## config.mk

```make
export PLATFORM = sky130hd
export DESIGN_NAME = base64_stream_encoder_flat
export DESIGN_NICKNAME = d
export VERILOG_FILES = /design/src/sv/b64e_pkg.sv /design/src/sv/b64e_if.sv /design/src/sv/b64e_front.sv /design/src/sv/b64e_queue.sv /design/src/sv/b64e_back.sv /design/src/sv/base64_stream_encoder.sv /design/src/flat_wrapper.sv
export SDC_FILE = /design/constraint.sdc
export NUM_CORES = 1
export LEC_CHECK = 0
export ABC_CLOCK_PERIOD_IN_PS = 5300
export BUFFER_PORTS_ARGS = -buffer_cell sky130_fd_sc_hd__buf_4
export CELL_PAD_IN_SITES_DETAIL_PLACEMENT = 1
export CELL_PAD_IN_SITES_GLOBAL_PLACEMENT = 1
export CORE_UTILIZATION = 54
export CTS_BUF_LIST = sky130_fd_sc_hd__clkbuf_2 sky130_fd_sc_hd__clkbuf_4 sky130_fd_sc_hd__clkbuf_8
export CTS_CLUSTER_SIZE = 14
export DETAILED_ROUTE_END_ITERATION = 12
export PLACE_DENSITY_LB_ADDON = 0.2
export SLEW_MARGIN = 5
export SYNTH_ARGS = -nofsm -noshare
export SYNTH_HDL_FRONTEND = slang
export SYNTH_SLANG_ARGS = --single-unit
```

## constraint.sdc

```tcl
create_clock -name i_clk -period 5.3 [get_ports i_clk]
set_clock_uncertainty 0.1 [all_clocks]
set_input_delay 0.795 -clock i_clk [delete_from_list [all_inputs] [get_ports i_clk]]
set_output_delay 0.795 -clock i_clk [all_outputs]
set_load 0.02 [all_outputs]
```

## src/sv/b64e_pkg.sv

```systemverilog
// ----------------------------------------------------------------------------
// b64e_pkg
// shared types, the pad constant and the alphabet lookup for the base64 encoder
// ----------------------------------------------------------------------------
package b64e_pkg;

    localparam logic [7:0] PAD_CHAR = 8'h3D;

    // one output character with its end-of-message flag
    typedef struct packed {
        logic [7:0] ch;
        logic       last;
    } t_sym;

    // characters produced by one input byte, count minus one
    typedef struct packed {
        t_sym [3:0] syms;
        logic [1:0] cnt_m1;
    } t_work;

    // six-bit code to standard alphabet character
    function automatic logic [7:0] enc_char(input logic [5:0] six);
        logic [7:0] v;
        v = {2'b00, six};
        priority if (six < 6'd26) begin
            return 8'h41 + v;
        end else if (six < 6'd52) begin
            return 8'h61 + v - 8'd26;
        end else if (six < 6'd62) begin
            return 8'h30 + v - 8'd52;
        end else if (six == 6'd62) begin
            return 8'h2B;
        end else begin
            return 8'h2F;
        end
    endfunction

endpackage

```

## src/sv/b64e_if.sv

```systemverilog
// ----------------------------------------------------------------------------
// b64e_if
// valid/ready channels for raw bytes in and encoded characters out
// ----------------------------------------------------------------------------
interface b64e_byte_if;
    logic       valid;
    logic       ready;
    logic [7:0] data_byte;
    logic       last_byte;

    modport source (output valid, output data_byte, output last_byte, input ready);
    modport sink   (input valid, input data_byte, input last_byte, output ready);
endinterface

interface b64e_char_if;
    logic       valid;
    logic       ready;
    logic [7:0] out_char;
    logic       last_char;

    modport source (output valid, output out_char, output last_char, input ready);
    modport sink   (input valid, input out_char, input last_char, output ready);
endinterface

```

## src/sv/b64e_front.sv

```systemverilog
// ----------------------------------------------------------------------------
// b64e_front
// takes bytes, tracks group phase and carry, builds the characters per byte
// ----------------------------------------------------------------------------
module b64e_front (
    input  logic                 i_clk,
    input  logic                 i_rst_n,
    b64e_byte_if.sink            i_in,
    input  logic                 i_full,
    output logic                 o_push,
    output b64e_pkg::t_work      o_work
);

    typedef enum logic [1:0] {
        PH0,
        PH1,
        PH2
    } t_phase;

    t_phase     r_phase, n_phase;
    logic [3:0] r_carry, n_carry;
    logic [7:0] b;
    logic       lst;

    assign i_in.ready = !i_full;
    assign o_push     = i_in.valid && !i_full;
    assign b          = i_in.data_byte;
    assign lst        = i_in.last_byte;

    always_comb begin
        o_work  = '0;
        n_phase = r_phase;
        n_carry = r_carry;
        unique case (r_phase)
            PH1: begin
                o_work.syms[0].ch = b64e_pkg::enc_char({r_carry[1:0], b[7:4]});
                o_work.syms[1].ch = b64e_pkg::enc_char({b[3:0], 2'b00});
                o_work.syms[2]    = '{ch: b64e_pkg::PAD_CHAR, last: 1'b1};
                o_work.cnt_m1     = lst ? 2'd2 : 2'd0;
                n_phase           = lst ? PH0 : PH2;
                n_carry           = lst ? 4'd0 : b[3:0];
            end
            PH2: begin
                o_work.syms[0].ch   = b64e_pkg::enc_char({r_carry, b[7:6]});
                o_work.syms[1].ch   = b64e_pkg::enc_char(b[5:0]);
                o_work.syms[1].last = lst;
                o_work.cnt_m1       = 2'd1;
                n_phase             = PH0;
                n_carry             = 4'd0;
            end
            default: begin
                // phase 0, carry ignored
                o_work.syms[0].ch = b64e_pkg::enc_char(b[7:2]);
                o_work.syms[1].ch = b64e_pkg::enc_char({b[1:0], 4'b0000});
                o_work.syms[2].ch = b64e_pkg::PAD_CHAR;
                o_work.syms[3]    = '{ch: b64e_pkg::PAD_CHAR, last: 1'b1};
                o_work.cnt_m1     = lst ? 2'd3 : 2'd0;
                n_phase           = lst ? PH0 : PH1;
                n_carry           = lst ? 4'd0 : {2'b00, b[1:0]};
            end
        endcase
    end

    always_ff @(posedge i_clk) begin
        if (!i_rst_n) begin
            r_phase <= PH0;
            r_carry <= '0;
        end else if (o_push) begin
            r_phase <= n_phase;
            r_carry <= n_carry;
        end
    end

endmodule

```

## src/sv/b64e_queue.sv

```systemverilog
// ----------------------------------------------------------------------------
// b64e_queue
// two-entry queue of per-byte character groups between front and back
// ----------------------------------------------------------------------------
module b64e_queue (
    input  logic                 i_clk,
    input  logic                 i_rst_n,
    input  logic                 i_push,
    input  b64e_pkg::t_work      i_work,
    input  logic                 i_pop,
    output logic                 o_full,
    output logic                 o_valid,
    output b64e_pkg::t_work      o_work
);

    b64e_pkg::t_work r_mem [2];
    logic            r_wp, r_rp;
    logic [1:0]      r_cnt;

    assign o_full  = (r_cnt == 2'd2);
    assign o_valid = (r_cnt != 2'd0);
    assign o_work  = r_mem[r_rp];

    always_ff @(posedge i_clk) begin
        if (i_push) begin
            r_mem[r_wp] <= i_work;
        end
    end

    always_ff @(posedge i_clk) begin
        if (!i_rst_n) begin
            r_wp  <= 1'b0;
            r_rp  <= 1'b0;
            r_cnt <= 2'd0;
        end else begin
            if (i_push) begin
                r_wp <= !r_wp;
            end
            if (i_pop) begin
                r_rp <= !r_rp;
            end
            r_cnt <= r_cnt + {1'b0, i_push} - {1'b0, i_pop};
        end
    end

endmodule

```

## src/sv/b64e_back.sv

```systemverilog
// ----------------------------------------------------------------------------
// b64e_back
// walks the queued groups and sends one character per beat
// ----------------------------------------------------------------------------
module b64e_back (
    input  logic                 i_clk,
    input  logic                 i_rst_n,
    input  logic                 i_valid,
    input  b64e_pkg::t_work      i_work,
    output logic                 o_pop,
    b64e_char_if.source          o_out
);

    logic [1:0] r_idx;
    logic       r_valid;
    logic [7:0] r_char;
    logic       r_last;
    logic       load;

    assign load          = i_valid && (!r_valid || o_out.ready);
    assign o_pop         = load && (r_idx == i_work.cnt_m1);
    assign o_out.valid     = r_valid;
    assign o_out.out_char  = r_char;
    assign o_out.last_char = r_last;

    always_ff @(posedge i_clk) begin
        if (!i_rst_n) begin
            r_idx   <= 2'd0;
            r_valid <= 1'b0;
        end else begin
            if (load) begin
                r_idx <= o_pop ? 2'd0 : r_idx + 2'd1;
            end
            if (load) begin
                r_valid <= 1'b1;
            end else if (o_out.ready) begin
                r_valid <= 1'b0;
            end
        end
    end

    always_ff @(posedge i_clk) begin
        if (load) begin
            r_char <= i_work.syms[r_idx].ch;
            r_last <= i_work.syms[r_idx].last;
        end
    end

endmodule

```

## src/sv/base64_stream_encoder.sv

```systemverilog
// ----------------------------------------------------------------------------
// base64_stream_encoder
// streaming standard base64 encoder, bytes in, ascii characters out
// ----------------------------------------------------------------------------
// usage
//   i_byte carries one raw byte per beat with a flag on the final byte of a
//   message; o_char carries one alphabet character or '=' per beat, flagged
//   on the final character of the message
//   each byte yields one character (first and second byte of a group) or two
//   (third byte); a flagged byte flushes the partial group with zero fill
//   and one or two '=' pads, up to four characters in all
//   the first character of a byte passes through the group queue and then
//   the output register, and the further characters of the group follow it
//   throughput: one character per cycle while the receiver is ready, set by
//   the single output register
//   the two-entry group queue and the output register let bytes keep
//   coming while a character waits on the receiver; when the queue fills,
//   i_byte.ready drops until the receiver takes characters again
//   reset clears group phase, carry, queue and output valid; a message that
//   follows a flagged byte starts a fresh group
// ----------------------------------------------------------------------------
module base64_stream_encoder (
    input  logic        i_clk,
    input  logic        i_rst_n,
    b64e_byte_if.sink   i_byte,
    b64e_char_if.source o_char
);

    // front to queue
    logic              push;
    logic              full;
    b64e_pkg::t_work   push_work;

    // queue to back
    logic              q_valid;
    logic              pop;
    b64e_pkg::t_work   head_work;

    // classify each byte by group phase and form its characters
    b64e_front u_front (
        .i_clk   (i_clk),
        .i_rst_n (i_rst_n),
        .i_in    (i_byte),
        .i_full  (full),
        .o_push  (push),
        .o_work  (push_work)
    );

    // decouples byte acceptance from character output
    b64e_queue u_queue (
        .i_clk   (i_clk),
        .i_rst_n (i_rst_n),
        .i_push  (push),
        .i_work  (push_work),
        .i_pop   (pop),
        .o_full  (full),
        .o_valid (q_valid),
        .o_work  (head_work)
    );

    // serialize the group, one character per beat
    b64e_back u_back (
        .i_clk   (i_clk),
        .i_rst_n (i_rst_n),
        .i_valid (q_valid),
        .i_work  (head_work),
        .o_pop   (pop),
        .o_out   (o_char)
    );

endmodule

```

## src/flat_wrapper.sv

```systemverilog
// flat-port wrapper written by rule: the top's interface ports become plain ports
module base64_stream_encoder_flat 
  (i_clk, i_rst_n, i_byte_valid, i_byte_data_byte, i_byte_last_byte, i_byte_ready, o_char_valid, o_char_out_char, o_char_last_char, o_char_ready);
  b64e_byte_if i_byte_i ();
  b64e_char_if o_char_i ();
  input  logic i_clk;
  input  logic i_rst_n;
  input wire logic [$bits(i_byte_i.valid)-1:0] i_byte_valid;
  input wire logic [$bits(i_byte_i.data_byte)-1:0] i_byte_data_byte;
  input wire logic [$bits(i_byte_i.last_byte)-1:0] i_byte_last_byte;
  output wire logic [$bits(i_byte_i.ready)-1:0] i_byte_ready;
  output wire logic [$bits(o_char_i.valid)-1:0] o_char_valid;
  output wire logic [$bits(o_char_i.out_char)-1:0] o_char_out_char;
  output wire logic [$bits(o_char_i.last_char)-1:0] o_char_last_char;
  input wire logic [$bits(o_char_i.ready)-1:0] o_char_ready;
  assign i_byte_i.valid = i_byte_valid;
  assign i_byte_i.data_byte = i_byte_data_byte;
  assign i_byte_i.last_byte = i_byte_last_byte;
  assign i_byte_ready = i_byte_i.ready;
  assign o_char_valid = o_char_i.valid;
  assign o_char_out_char = o_char_i.out_char;
  assign o_char_last_char = o_char_i.last_char;
  assign o_char_i.ready = o_char_ready;
  base64_stream_encoder u_core (.i_clk(i_clk), .i_rst_n(i_rst_n), .i_byte(i_byte_i), .o_char(o_char_i));
endmodule
```

* Yosys cells after proc, flatten, opt, wreduce, memory -nomap -nowiden
Memories as Yosys holds them, arrays and structs flattened. A register that Yosys moved wholly into a read port is not among the register bits. Cells that the tools add are included.
Operators by class: muxes and demuxes 46, reduce and logical (&&, ||, !) cells 11, $add $sub $neg 33, order comparisons 19, equality and inequality tests 8
Operators with widths (number):
- $mux 8 | 18
- $add 7x6->8 const A | 12
- $lt 6x6->1 const B | 12
- $sub 7x6->8 const B | 6
- $sub 8x5->8 const B | 6
- $add 6x6->7 const A | 6
- $lt 6x5->1 const B | 6
- $pmux 8 s2 | 2
- $eq 6x6->1 const B | 4
- $bmux 9 s2 | 1
- $mux 3 | 4
- $mux 2 | 5
- $mux 1 | 9
- $mux 9 | 1
- $pmux 2 s2 | 2
- $pmux 4 s2 | 1
- $mux 7 | 1
- $mux 6 | 1
- $eq 2x2->1 const B | 2
- $logic_not 1->1 | 4
- $mux 4 | 1
- $reduce_bool 2->1 | 2
- $logic_and 1x1->1 | 3
- $lt 2x3->1 const B | 1
- 7 further kinds | 7
Storage, ports and cells: memory bits (writable) 66, input bits 13, register bits after elaboration 22, logic and storage cells 127, memories 1, output and inout port bits 11
Memory list:
- u_core.u_queue.r_mem | depth 2, width 33, read ports 1, clocked after memory_dff 1, write ports 1, line b64e_queue.sv:16 | b64e_pkg::t_work r_mem [2];

* Longest topological paths before layout
depth in word-level cells 6, mapped depth 11, mapped depth without buffers 10

* By module
From an unflattened synthesis, not the netlist that was laid out.
Unflattened totals: cells, all modules 541, area, all modules 6093.3 um^2
Modules (own cells, without submodules):
- b64e_queue | sequential area each 2382.3 um^2, instances 1, area each 3051.7 um^2, cells an instance 139
- b64e_front | sequential area each 120.1 um^2, instances 1, area each 2338.5 um^2, cells an instance 360
- b64e_back | sequential area each 330.3 um^2, instances 1, area each 703.2 um^2, cells an instance 42

* Worst setup path after synthesis
No wires, ideal clock.
path type input-to-reg, start point input i_byte_data_byte[2], end point memory u_core.u_queue.r_mem[0][16] (netlist bit) (data pin), data required time 5039 ps, stages 9, buffers on the path 2, setup slack 2526 ps, setup time 161 ps, arrival time 2513 ps, cells stage by stage buf_2 > inv_1 > ha_1 > nor2b_1 > buf_6 > and2_4 > a221o_1 > a221o_1 > a41oi_2
RTL lines:
- from (decl) | line flat_wrapper.sv:9 | input wire logic [$bits(i_byte_i.data_byte)-1:0] i_byte_data_byte;
- to (decl) | line b64e_queue.sv:16

* Final worst setup path
start point input o_char_ready, end point register u_core.u_queue.r_cnt[1]
Between the ends: word-level cells in the longest chain between the ends 4
Ends and longest elaborated chain:
- from (decl) | line flat_wrapper.sv:15 | input wire logic [$bits(o_char_i.ready)-1:0] o_char_ready;
- $logic_or 1x1->1 | line b64e_back.sv:20 | assign load = i_valid && (!r_valid || o_out.ready);
- $logic_and 1x1->1 | line b64e_back.sv:20
- net u_core.u_back.load | line b64e_back.sv:18 | logic load;
- $logic_and 1x1->1 | line b64e_back.sv:21 | assign o_pop = load && (r_idx == i_work.cnt_m1);
- net u_core.pop | line base64_stream_encoder.sv:36 | logic pop;
- $sub 2x1->2 | line b64e_queue.sv:42 | r_cnt <= r_cnt + {1'b0, i_push} - {1'b0, i_pop};
- to (signal assigned) | line b64e_queue.sv:42
- to (decl) | line b64e_queue.sv:18 | logic [1:0] r_cnt;
The timed path passes the listed nets, and every way through them passes these cells. A chain may end at the register's enable or synchronous reset.

==> results.yml <==
cells_and_area:
  fin_util_pct: 60.4
  multiInputGateArea_sq_um: 2440
  design_area_sq_um: 4990
  instances_no_fill: 572
  area_delta_synth_final_pct: 7.90
  fillers: 928
  diodes: 0
  layout-drive-gt1-share_pct: 14.3
  fin_nets: 500
  seq_area_sq_um: 1870
logic_synthesis:
  ys_ff_latch: 67
  ys_warn_count: 0
  syn_nets: 499
  synth_commonest_cells: "edfxtp_1, inv_1, a21oi_1, nand2_1, ha_1"
  synth.most_common_cell: "edfxtp_1"
  synth_edf_count: 53
  syn_inst: 461
  synth.avg_cell_area_sq_um: 10.0
  ys.flop_type: "edfxtp_1"
  synth-seq-area-share_pct: 40.5
  yosysTopAreaCell: "edfxtp_1"
  yosysTopAreaCellShare_pct: 34.4
  synth.distinct_cells: 71
  netlist_area_sq_um: 4620
  synthTopCellsByArea: "edfxtp_1, ha_1, dfxtp_1"
  async_flop_share_pct: 0
timing:
  timing.final.max_slew_violations: 0
  setup_tns_ns: 0
  min_period_over_period_pct: 59.2
  fmax_mhz: 319
  finalSetupViolations: 0
  setup_slack_ns: 2.16
  rsz0062_at_grt: "false"
  tightestPinTransition_ns: 1.28
  holdWs_ns: 0.446
  hold_viol_final: 0
  maxSlewHeadroom_pct: 14.2
  layout_min_cycle_time_ns: 3.14
placed_design:
  pre_cts_ws_ns: 1.88
  io_buffers: 23
  placed_area_sq_um: 4740
  gp_congestion: 0.923
  place_hpwl_um: 9850
  dp.cells: 556
clocking:
  cts.clk_slew.worst_paths_ns: 0.08
  cts_resized: 0
  ctsHoldBuffers: 0
  clk_path_buf_depth: 2
  cts_tree: "built"
  cts-root-buf: "clkbuf_8"
  clk_latency_ns: 0.33
  cts_post_setup_buffers_inserted: 0
  numCtsBuffers: 9
  htreeDepth: 3
  cts.sinks: 67
worst_setup_path:
  start_kind: "input port"
  setup.worst_path.end_class: "register"
  critPathSlowestCell: "nor2_1"
  path_max_fanout: 12
  crit_family: "simple AND/OR/NAND/NOR gates"
  cp.depth: 11
  cp_num_buf_inv: 3
  crit_arrival_ns: 3.27
  slowest_delay_ns: 0.97
  reg2reg_from: "u_core.u_queue.r_cnt[1]$_SDFF_PN0_"
  r2r-end: "u_core.u_queue.r_cnt[1]$_SDFF_PN0_"
  critPathRequiredTime_ns: 5.43
  crit_chain: "buf_4, nor2b_1, nor2_1, nand3_1, inv_1, ha_1, inv_1, ha_1, xnor2_1, xnor2_1, and2_1"
  reg2reg_slack_ns: 2.29
  r2r_cells: 10
  critical_path_class: "input port to register"
  crit_start: "o_char_ready"
drt:
  dr.pass1.iters: 5
  drt_iter0_drc: 360
  wl_um: 13800
  via_count: 3897
  vias_per_cell: 6.81
  detail_route.wl_per_cell_um: 24.2
  drc: 0
  antenna_left: 0
global_routing:
  grt_start_max_net_pins: 25
  overflow: 0
  antenna_found_initial: 0
  grt_pass1_wl_um: 21600
  first_global_vias: 3935
  grtUsageTotal_pct: 32.6
floorplanning:
  design.portCount: 24
  die-height_um: 94.5
  start_util_pct: 56.0
  die_area_sq_um: 8940
  fp.dieW_um: 94.5
  rows: 33
  core-area_sq_um: 8260
pwr:
  power_density_nw_per_um2: 385
  p_leak_nw: 1.76
  report.power.total_mw: 1.92
  vdd_drop_max_mv: 0.251
hold_path:
  min_to: "u_core.u_front.r_phase[1]$_SDFFE_PN0P_"
  hold_class: "register to register"
  hold_path_depth: 2
  hp-start: "u_core.u_front.r_phase[1]$_SDFFE_PN0P_"
run:
  drv_cap: 0
outcome:
  status: "finished clean"
==> flip-flops by register name (all words and copies together), names as in the netlist, named ones only <==
| name | count |
|---|---|
| u_core.u_back.o_out.last_char | 1 |
| u_core.u_back.o_out.out_char | 8 |
| u_core.u_back.o_out.valid | 1 |
| u_core.u_back.r_idx | 2 |
| u_core.u_front.r_carry | 4 |
| u_core.u_front.r_phase | 2 |
| u_core.u_queue.r_cnt | 2 |
| u_core.u_queue.r_mem | 44 |
| u_core.u_queue.r_rp | 1 |
| u_core.u_queue.r_wp | 1 |
==> placed cells by master (no fill, tap or decap), types with 4 or more instances in the layout <==
cell type	instances
a211oi_1	12
a21o_1	5
a21oi_1	26
a221oi_1	4
a22oi_1	7
a31oi_1	9
a32oi_1	4
and2_1	5
buf_4	24
clkbuf_8	10
dfxtp_1	14
edfxtp_1	53
ha_1	25
inv_1	29
mux2i_1	12
mux4_2	8
nand2_1	26
nand2b_1	7
nand3_1	21
nor2_1	16
nor2b_1	18
nor3_1	10
o211ai_1	6
o21ai_0	22
o22ai_1	4
o31ai_1	4
or3_1	7
xnor2_1	15
==> how the worst max path moves through the flow <==
| stage | to |
|---|---|
| after floorplan | u_core.u_queue.r_mem[0][16]$_DFFE_PP_ |
| after global placement | u_core.u_queue.r_mem[0][15]$_DFFE_PP_ |
| after detailed placement | u_core.u_queue.r_cnt[1]$_SDFF_PN0_ |
| after CTS | u_core.u_queue.r_cnt[1]$_SDFF_PN0_ |
| after global routing | u_core.u_queue.r_cnt[1]$_SDFF_PN0_ |
| final | u_core.u_queue.r_cnt[1]$_SDFF_PN0_ |
==> worst reg2reg max path, cell delays in order (launching register included) <==
cell	delay [ns]
dfxtp_1	0.40
nor2_1	0.07
nor2_1	0.96
nand3_1	0.40
inv_1	0.15
ha_1	0.24
inv_1	0.07
ha_1	0.16
xnor2_1	0.15
xnor2_1	0.08
and2_1	0.15
==> power by group <==
part | switching, mW | internal (mW)
combinational | 0.349 | 0.240
sequential | 0.0868 | 0.722
clock | 0.199 | 0.326
total | 0.635 | 1.29
==> area by class of cell <==
class	count	area share [%]
clock buffer	10	2.76
clock inverter	6	2.23
inverter	30	2.26
multi-input combinational	330	49.0
sequential	67	37.5
tap	105	2.63
timing repair buffer	24	3.61
==> kinds of logic (layout without fill, tap and decap cells) <==
family / count (synthesis) / in the layout / synth area share (%)
AO/OA/AOI/OAI: 132 / 132 / 19.8
AND/OR/NAND/NOR: 132 / 132 / 15.5
XOR/XNOR: 18 / 18 / 3.41
buffers and inverters: 64 / 70 / 6.76
multiplexers: 23 / 23 / 7.22
adder cells (fa/ha/maj): 25 / 25 / 6.76
flip-flops: 67 / 67 / 40.5
==> layer usage <==
| layer | up-vias | GRT usage, % | wire length [um] |
|---|---|---|---|
| met2 | 204 | 55.7 | 7040 |
| met5 | - | 0 | 0 |
| met3 | 34 | 6.12 | 1080 |
| met1 | 1927 | 41.5 | 5340 |
| met4 | 0 | 10.9 | 377 |
| li1 | 1732 | - | - |
Power figures use the tool's default switching activity.
